[src/design/tprs_pkg.sv]
// Shared widths, codes and handshake structs for the timer prescaler/reload solver.
package tprs_pkg;

  localparam int CLK_W  = 29;  // clock_hz register
  localparam int AMT_W  = 32;  // amount field
  localparam int MULB_W = 24;  // amount width once the range check has passed
  localparam int CNT_W  = 33;  // tick count, at most about 5.4e9
  localparam int DVS_W  = 20;  // divisor width, holds 1000000
  localparam int P_W    = 17;  // divisor search, ceil(count/65535) <= 81940
  localparam int HALF_W = 16;  // prescale and reload
  localparam int ST_W   = 3;
  localparam int UNIT_W = 2;
  localparam int ADDR_W = 3;
  localparam int DATA_W = 32;

  localparam logic [CLK_W-1:0]  CLOCK_RESET = CLK_W'(72000000);
  localparam logic [DVS_W-1:0]  DIV_MS      = DVS_W'(1000);
  localparam logic [DVS_W-1:0]  DIV_US      = DVS_W'(1000000);
  localparam logic [DVS_W-1:0]  DIV_MAX16   = DVS_W'(16'hFFFF);
  localparam logic [P_W-1:0]    P_MAX       = P_W'(16'hFFFF);
  localparam logic [AMT_W-1:0]  LIMIT_S     = AMT_W'(10);
  localparam logic [AMT_W-1:0]  LIMIT_MS    = AMT_W'(10000);
  localparam logic [AMT_W-1:0]  LIMIT_US    = AMT_W'(10000000);

  localparam logic [UNIT_W-1:0] UNIT_S   = 2'd0;
  localparam logic [UNIT_W-1:0] UNIT_MS  = 2'd1;
  localparam logic [UNIT_W-1:0] UNIT_US  = 2'd2;
  localparam logic [UNIT_W-1:0] UNIT_BAD = 2'd3;

  localparam logic [ST_W-1:0] ST_OK    = 3'd0;
  localparam logic [ST_W-1:0] ST_RANGE = 3'd1;
  localparam logic [ST_W-1:0] ST_NODIV = 3'd2;
  localparam logic [ST_W-1:0] ST_UNIT  = 3'd3;
  localparam logic [ST_W-1:0] ST_ZERO  = 3'd4;

  localparam logic ADDR_CLOCK = 1'b0;  // word index of clock_hz

  typedef struct packed {
    logic             start;
    logic [CNT_W-1:0] dividend;
    logic [DVS_W-1:0] divisor;
  } div_req_t;

  typedef struct packed {
    logic             done;
    logic [CNT_W-1:0] quotient;
    logic [DVS_W-1:0] remainder;
  } div_rsp_t;

endpackage

[src/design/tprs_div.sv]
// Bit-serial restoring divider: one quotient bit per cycle, MSB first.
module tprs_div
  import tprs_pkg::*;
(
  input  logic     clk,
  input  logic     rst,
  input  div_req_t req,
  output div_rsp_t rsp
);

  localparam int CW = $clog2(CNT_W + 1);

  logic [DVS_W-1:0] rem;
  logic [CNT_W-1:0] quo;
  logic [DVS_W-1:0] dvs;
  logic [CW-1:0]    cnt;
  logic             active;
  logic             done;

  logic [DVS_W:0]   trial;
  logic [DVS_W:0]   diff;
  logic             ge;

  assign trial = {rem, quo[CNT_W-1]};
  assign diff  = trial - {1'b0, dvs};
  assign ge    = (trial >= {1'b0, dvs});

  always_ff @(posedge clk) begin
    if (rst) begin
      active <= 1'b0;
      done   <= 1'b0;
      cnt    <= '0;
    end else begin
      done <= 1'b0;
      if (req.start) begin
        active <= 1'b1;
        cnt    <= CW'(CNT_W);
      end else if (active) begin
        cnt <= cnt - CW'(1);
        if (cnt == CW'(1)) begin
          active <= 1'b0;
          done   <= 1'b1;
        end
      end
    end
  end

  always_ff @(posedge clk) begin
    if (req.start) begin
      rem <= '0;
      quo <= req.dividend;
      dvs <= req.divisor;
    end else if (active) begin
      rem <= ge ? diff[DVS_W-1:0] : trial[DVS_W-1:0];
      quo <= {quo[CNT_W-2:0], ge};
    end
  end

  assign rsp.done      = done;
  assign rsp.quotient  = quo;
  assign rsp.remainder = rem;

endmodule

[src/design/tprs_mul.sv]
// Bit-serial shift-and-add multiplier, multiplier bits taken MSB first.
module tprs_mul
  import tprs_pkg::*;
(
  input  logic              clk,
  input  logic              rst,
  input  logic              start,
  input  logic [CLK_W-1:0]  a,
  input  logic [MULB_W-1:0] b,
  output logic              done,
  output logic [CNT_W-1:0]  product
);

  localparam int CW = $clog2(MULB_W + 1);

  logic [CLK_W-1:0]  mcand;
  logic [MULB_W-1:0] mplier;
  logic [CW-1:0]     cnt;
  logic              active;

  always_ff @(posedge clk) begin
    if (rst) begin
      active <= 1'b0;
      done   <= 1'b0;
      cnt    <= '0;
    end else begin
      done <= 1'b0;
      if (start) begin
        active <= 1'b1;
        cnt    <= CW'(MULB_W);
      end else if (active) begin
        cnt <= cnt - CW'(1);
        if (cnt == CW'(1)) begin
          active <= 1'b0;
          done   <= 1'b1;
        end
      end
    end
  end

  // product never exceeds CNT_W bits, so partial sums do not either
  always_ff @(posedge clk) begin
    if (start) begin
      product <= '0;
      mcand   <= a;
      mplier  <= b;
    end else if (active) begin
      product <= {product[CNT_W-2:0], 1'b0}
                 + (mplier[MULB_W-1] ? CNT_W'(mcand) : CNT_W'(0));
      mplier  <= {mplier[MULB_W-2:0], 1'b0};
    end
  end

endmodule

[src/design/timer_prescaler_reload_solver.sv]
// Top level: sequencer, clock register and result register of the prescaler/reload solver.
//
// Usage: raise start with unit and amount; the beat is taken on an edge where busy is low.
// busy stays high until the answer is formed. The answer appears on status, prescale and
// reload for exactly one cycle, marked by done; the receiver cannot hold it off, and busy
// is already low in that cycle, so a new beat may be taken there.
// The user writes clock_hz through the APB-style port (byte address 0) only while the
// block is idle; the block itself does not enforce it. Steps: a bad unit or out-of-range
// amount is answered straight from the check. Otherwise the ms/us base division runs
// (skipped for seconds), then the serial multiply, the first-divisor estimate and one
// division per trial divisor. Every divide runs on one 33-step bit-serial divider, which
// sets the rate; one item is in flight at a time.
// Reset: sequencer idle, no result pending, clock_hz back to 72 MHz.
// The count is formed exactly (33 bits); the search starts at ceil(count/65535), so the
// first divisor that leaves no remainder gives a quotient that fits 16 bits.
module timer_prescaler_reload_solver
  import tprs_pkg::*;
(
  input  logic              clk,
  input  logic              rst,
  input  logic              start,
  output logic              busy,
  input  logic [UNIT_W-1:0] unit,
  input  logic [AMT_W-1:0]  amount,
  output logic              done,
  output logic [ST_W-1:0]   status,
  output logic [HALF_W-1:0] prescale,
  output logic [HALF_W-1:0] reload,
  input  logic              psel,
  input  logic              penable,
  input  logic              pwrite,
  input  logic [ADDR_W-1:0] paddr,
  input  logic [DATA_W-1:0] pwdata,
  output logic [DATA_W-1:0] prdata,
  output logic              pready
);

  localparam logic [2:0] S_IDLE  = 3'd0;
  localparam logic [2:0] S_CHECK = 3'd1;
  localparam logic [2:0] S_BASE  = 3'd2;
  localparam logic [2:0] S_MUL   = 3'd3;
  localparam logic [2:0] S_CEIL  = 3'd4;
  localparam logic [2:0] S_TRY   = 3'd5;

  logic [2:0]        state, state_next;
  logic [CLK_W-1:0]  clock_hz;
  logic [UNIT_W-1:0] unit_r;
  logic [AMT_W-1:0]  amount_r;
  logic [CNT_W-1:0]  count, count_next;
  logic [P_W-1:0]    p, p_next;
  logic              done_next;
  logic [ST_W-1:0]   status_next;
  logic [HALF_W-1:0] prescale_next, reload_next;

  div_req_t          div_req;
  div_rsp_t          div_rsp;
  logic              mul_start;
  logic [CLK_W-1:0]  mul_a;
  logic              mul_done;
  logic [CNT_W-1:0]  mul_product;

  logic [AMT_W-1:0]  limit;
  logic [P_W-1:0]    p_first;

  // config port: zero wait states, one register
  assign pready = 1'b1;
  assign prdata = (paddr[2] == ADDR_CLOCK) ? DATA_W'(clock_hz) : '0;

  always_ff @(posedge clk) begin
    if (rst) begin
      clock_hz <= CLOCK_RESET;
    end else if (psel && penable && pwrite && pready && paddr[2] == ADDR_CLOCK) begin
      clock_hz <= pwdata[CLK_W-1:0];
    end
  end

  assign busy = (state != S_IDLE);

  always_comb begin
    case (unit_r)
      UNIT_S:  limit = LIMIT_S;
      UNIT_MS: limit = LIMIT_MS;
      default: limit = LIMIT_US;
    endcase
  end

  // ceil(count/65535) from the floor quotient and remainder
  assign p_first = div_rsp.quotient[P_W-1:0] + P_W'(div_rsp.remainder != '0);

  tprs_div u_div (
    .clk (clk),
    .rst (rst),
    .req (div_req),
    .rsp (div_rsp)
  );

  tprs_mul u_mul (
    .clk     (clk),
    .rst     (rst),
    .start   (mul_start),
    .a       (mul_a),
    .b       (amount_r[MULB_W-1:0]),
    .done    (mul_done),
    .product (mul_product)
  );

  always_comb begin
    state_next    = state;
    count_next    = count;
    p_next        = p;
    done_next     = 1'b0;
    status_next   = status;
    prescale_next = prescale;
    reload_next   = reload;
    div_req       = '0;
    mul_start     = 1'b0;
    mul_a         = clock_hz;
    case (state)
      S_IDLE: begin
        if (start) begin
          state_next = S_CHECK;
        end
      end
      S_CHECK: begin
        if (unit_r == UNIT_BAD) begin
          done_next = 1'b1; status_next = ST_UNIT;
          prescale_next = '0; reload_next = '0; state_next = S_IDLE;
        end else if (amount_r > limit) begin
          done_next = 1'b1; status_next = ST_RANGE;
          prescale_next = '0; reload_next = '0; state_next = S_IDLE;
        end else if (unit_r == UNIT_S) begin
          mul_start  = 1'b1;
          state_next = S_MUL;
        end else begin
          div_req.start    = 1'b1;
          div_req.dividend = CNT_W'(clock_hz);
          div_req.divisor  = (unit_r == UNIT_MS) ? DIV_MS : DIV_US;
          state_next       = S_BASE;
        end
      end
      S_BASE: begin
        if (div_rsp.done) begin
          mul_start  = 1'b1;
          mul_a      = div_rsp.quotient[CLK_W-1:0];
          state_next = S_MUL;
        end
      end
      S_MUL: begin
        if (mul_done) begin
          count_next = mul_product;
          if (mul_product == '0) begin
            done_next = 1'b1; status_next = ST_ZERO;
            prescale_next = '0; reload_next = '0; state_next = S_IDLE;
          end else begin
            div_req.start    = 1'b1;
            div_req.dividend = mul_product;
            div_req.divisor  = DIV_MAX16;
            state_next       = S_CEIL;
          end
        end
      end
      S_CEIL: begin
        if (div_rsp.done) begin
          if (p_first > P_MAX) begin
            done_next = 1'b1; status_next = ST_NODIV;
            prescale_next = '0; reload_next = '0; state_next = S_IDLE;
          end else begin
            p_next           = p_first;
            div_req.start    = 1'b1;
            div_req.dividend = count;
            div_req.divisor  = DVS_W'(p_first);
            state_next       = S_TRY;
          end
        end
      end
      S_TRY: begin
        if (div_rsp.done) begin
          if (div_rsp.remainder == '0) begin
            done_next     = 1'b1;
            status_next   = ST_OK;
            prescale_next = p[HALF_W-1:0] - HALF_W'(1);
            reload_next   = div_rsp.quotient[HALF_W-1:0] - HALF_W'(1);
            state_next    = S_IDLE;
          end else if (p == P_MAX) begin
            done_next = 1'b1; status_next = ST_NODIV;
            prescale_next = '0; reload_next = '0; state_next = S_IDLE;
          end else begin
            p_next           = p + P_W'(1);
            div_req.start    = 1'b1;
            div_req.dividend = count;
            div_req.divisor  = DVS_W'(p + P_W'(1));
          end
        end
      end
      default: begin
        state_next = S_IDLE;
      end
    endcase
  end

  always_ff @(posedge clk) begin
    if (rst) begin
      state <= S_IDLE;
      done  <= 1'b0;
    end else begin
      state <= state_next;
      done  <= done_next;
    end
  end

  always_ff @(posedge clk) begin
    if (state == S_IDLE && start) begin
      unit_r   <= unit;
      amount_r <= amount;
    end
    count    <= count_next;
    p        <= p_next;
    status   <= status_next;
    prescale <= prescale_next;
    reload   <= reload_next;
  end

`ifndef NO_ASSERTIONS
  a_zero_unless_ok: assert property (@(posedge clk) disable iff (rst)
    done && status != ST_OK |-> prescale == '0 && reload == '0)
    else $error("non-ok result carries nonzero fields");

  a_done_idle: assert property (@(posedge clk) disable iff (rst)
    done |-> !busy)
    else $error("result strobe while still busy");

  a_accept_busy: assert property (@(posedge clk) disable iff (rst)
    start && !busy |=> busy)
    else $error("accepted beat did not start the sequencer");

  a_p_range: assert property (@(posedge clk) disable iff (rst)
    state == S_TRY |-> p != '0 && p <= P_MAX)
    else $error("trial divisor out of range");
`endif

endmodule
[config.mk]
export PLATFORM = sky130hd
export DESIGN_NAME = timer_prescaler_reload_solver
export DESIGN_NICKNAME = d
export VERILOG_FILES = /design/src/design/tprs_pkg.sv /design/src/design/tprs_div.sv /design/src/design/tprs_mul.sv /design/src/design/timer_prescaler_reload_solver.sv
export SDC_FILE = /design/constraint.sdc
export NUM_CORES = 1
export LEC_CHECK = 0
export BUFFER_PORTS_ARGS = -buffer_cell sky130_fd_sc_hd__buf_2
export CAP_MARGIN = 10
export CORE_MARGIN = 2
export CORE_UTILIZATION = 60
export CTS_CLUSTER_DIAMETER = 30
export DETAILED_ROUTE_END_ITERATION = 10
export PLACE_DENSITY_LB_ADDON = 0.15
export SETUP_SLACK_MARGIN = 0.5
export SYNTH_ARGS = -nofsm -noshare
export SYNTH_HDL_FRONTEND = slang
export SYNTH_HIERARCHICAL = 1
export SYNTH_SLANG_ARGS = --single-unit
[constraint.sdc]
create_clock -name clk -period 5.95 [get_ports clk]
set_input_delay 0.2975 -clock clk [delete_from_list [all_inputs] [get_ports clk]]
set_output_delay 0.2975 -clock clk [all_outputs]
set_load 0.02 [all_outputs]
==> key figures <==
Critical path
  • CP max-delay cell: a2111oi_0
  • Critical-path maximum fanout: 51
  • Largest stage delay, worst path: 780 ps
  • WP data arrival: 5530 ps
  • Crit end category: flip-flop
  • CP Launch Type: flip-flop
  • Required time worst endpoint: 6360 ps
  • Cell mode on critical path: buf_4
  • Cells along the critical path: inv_1 -> nand2_1 -> ha_1 -> o31ai_1 -> o211ai_1 -> a2111oi_0 -> a21oi_2 -> nor3_4 -> buf_4 -> or3_4 -> buf_4 -> nor2_1 -> a21oi_1 -> o41ai_1
  • Crit Path Class: flip-flop to flip-flop

Clock tree
  • Worst skew pair latency: 570 ps
  • Inserted Clock Buffers: 72
  • Clock sink count: 326
  • H-tree levels: 3
  • CTS tree: yes
  • Clock slew at reported path FFs: 40 ps
  • CTS max path bufs: 3
  • Post-cts sizing count: 0
  • Clk root buf: clkbuf_16

Timing
  • Slew Limit Fails: 0
  • RSZ-0062 raised after global routing: no
  • Setup Skew: 21.83 ps
  • Period utilisation layout: 86.06%
  • Setup Total Neg Slack: 0 ps
  • Fmax: 0.1953 GHz
  • Tightest Pin Transition: 1036 ps
  • Final hold vios: 0
  • Final setup violation count: 0
  • Final min period: 5121 ps
  • Relative slew slack: 30.93%

Synth
  • Post-synthesis sequential area ratio: 48.61%
  • Leading area contributor after synthesis: edfxtp_1
  • Cells after Synth: 1700
  • Share of the synthesized area in the top cell type: 37.41%
  • Total number of yosys warnings: 6
  • Count of different cell masters after synthesis: 101
  • Post-synth EDFFs: 225
  • Ys async rst share: 0%
  • Predominant post-synthesis flop cell: edfxtp_1
  • Seq cells post-synth: 326
  • Synth top area cells: edfxtp_1, dfxtp_1, mux2_2
  • Cell area after synthesis: 0.01806 sq mm
  • Avg Inst Size Synth: 10.62 sq um

Job
  • Max-cap violation count: 0

Place
  • Gp weighted congestion: 0.8855
  • Dpl hpwl: 28.57 mm
  • Total placed cells including tap cells: 2146
  • DP Area: 0.01888 sq mm
  • IO buf count: 135

Global routing
  • Initial antenna violation count: 0
  • Largest net degree at the start of global routing: 52
  • Vias in the first global route: 13.82k
  • Global route overflow: 0
  • First-pass GRT wire length: 71.55 mm
  • Total track usage: 28.63%

Final layout
  • Fraction of layout cells with a size suffix above 1: 21.92%
  • Final Non-Filler Cells: 2343
  • NumNets Final: 2042
  • Synth-to-layout area growth: 21.74%
  • Ant diodes: 0
  • Finished Cell Area: 0.02198 sq mm
  • # fillers: 2037

Drt
  • Iter 0 DRT Violations: 1383
  • Remaining DRCs: 0
  • Vias per inst: 6.008
  • DR vias: 14.08k
  • DRT Pass-1 Iters: 5
  • Wire per inst: 19.26 microns
  • Final WL: 45.13 mm
  • Antenna viol nets, final: 0

Floorplanning
  • Die Area: 0.03150 sq mm
  • Die width: 177.5 microns
  • Core area: 0.02964 sq mm
  • I/O Pins: 145
  • Die Y: 177.5 microns
  • Rows: 63
  • Initial Util: 60.93%

Pwr
  • Power density over cell area: 318.9 mW/mm^2
  • P_leak: 8.707 nW
  • Peak supply drop: 245.2 uV
  • Final Total Pwr: 0.007011 W

Outcome
  • Run status: finished clean

Min path
  • Worst min-delay path class: primary input to flip-flop
-- metrics by stage --
step	util (%)	hold slack [ps]	setup WS, ps
global placement	63.70	474.0	1318
finish	74.18	373.7	829.3
detailed placement	63.70	475.6	1191
CTS	74.18	351.3	1158
global route	74.18	423.2	506.5
floorplan	-	369.9	1320
-- state kept, by name, summed over array words and instances, names as in the netlist, 2 cells and up --
register and flops:
prescale 16, reload 16, amount_r 32, state 3, u_div/dvs 20, p 17, u_mul/product 33, u_mul/mplier 24
u_mul/cnt 5, unit_r 2, u_div/rem 20, count 33, status 3, u_mul/mcand 29, u_div/quo 33, clock_hz 29
u_div/cnt 6
-- what timing repair did --
item / in CTS / in global routing
setup buffers: 0 / 0
hold endpoints to repair: 63 / 0
hold buffers: 63 / 0
setup endpoints to repair: 0 / 0
-- cell usage after synthesis (all sizes together) (6+ instances only) --
master and count:
nor4 27, nor3 35, nand3b 13, dfxtp 101
buf 45, nand2b 9, a211oi 15, clkbuf 54
a22o 33, or3 14, xor2 44, and2 32
a21o 47, a2111oi 6, nand2 165, nand4 22
a21oi 109, o221ai 8, or2 14, o21a 7
edfxtp 225, and3 17, o21ai 52, mux2 85
nand3 24, o21bai 7, a311oi 8, nor2 136
ha 72, o22ai 8, xnor2 54, nor2b 39
inv 59, mux2i 26
-- path summary, 6_finish.rpt --
path	startpoint	endpoint	slack [ps]	cells after the start
worst min register to register	clock_hz[12]$_SDFFE_PP0P_	clock_hz[12]$_SDFFE_PP0P_	490	2
worst max register to register	unit_r[1]$_DFFE_PP_	u_div/rem[10]$_SDFFE_PP0P_	830	14
worst min-delay path	penable	clock_hz[10]$_SDFFE_PP0P_	370	5
worst max-delay path	unit_r[1]$_DFFE_PP_	u_div/rem[10]$_SDFFE_PP0P_	830	14
-- layer usage --
metal	global-route usage, %	up-vias	part of all wire (%)
met5	0	-	0
met4	11.65	0	3.3
met3	4.306	125	5.6
met2	47.80	540	49
met1	37.41	6772	42
li1	-	6640	-
-- cells in the final DEF, fill, tap and decap left out, types with 10 or more instances in the layout --
master and instances:
nand2_1 163, edfxtp_1 225, xor2_1 44, a21oi_2 10
buf_4 18, a21oi_1 99, nand3b_1 13, xnor2_1 54
and3_1 14, or2_2 12, clkbuf_16 74, nand4_1 22
dfxtp_1 101, clkbuf_1 12, ha_1 72, nor4_1 23
buf_2 135, nand3_1 23, nor2_1 130, a22o_1 33
clkinv_2 12, nor3_1 33, mux2_2 84, mux2i_1 26
nor2b_1 38, o21ai_0 47, and2_1 32, dlygate4sd3_1 63
inv_1 59, a21o_1 47
-- worst max-delay path, delay by kind of cell (launching register included) --
kind                       cells  cell delay, ps
AOI/OAI and AO/OA              6            1730
buffers and inverters          3            1370
and+or+nand+nor                4            1140
DFF                            1             420
adders and majority gates      1             250
-- cells by family after synthesis --
family | count (synthesis) | share of synthesized area (%)
and+or+nand+nor | 574 | 16.25
AOI/OAI and AO/OA | 357 | 14.36
other | 2 | 0.04159
DFF | 326 | 48.61
adders and majority gates | 74 | 5.210
muxes | 111 | 6.762
buffers and inverters | 158 | 4.012
xor gates and xnor gates | 98 | 4.753
-- where the power goes --
group	total [W]	switching, W	internal (W)
registers	0.00254	0.0000610	0.00248
clock network	0.00399	0.00127	0.00272
logic	0.000482	0.000277	0.000205
total	0.00701	0.00161	0.00540
-- cell type report --
class,count,area (sq um),share of cell area (%)
flip-flops and latches,326,8778,39.93
multi-input cells,1218,8582,39.04
clock buffers,90,1952,8.878
repair buffers,216,1441,6.556
clock inverters,44,521.8,2.373
well taps,390,488.0,2.220
inverters,59,221.5,1.007
(Power assumes the default switching activity.)
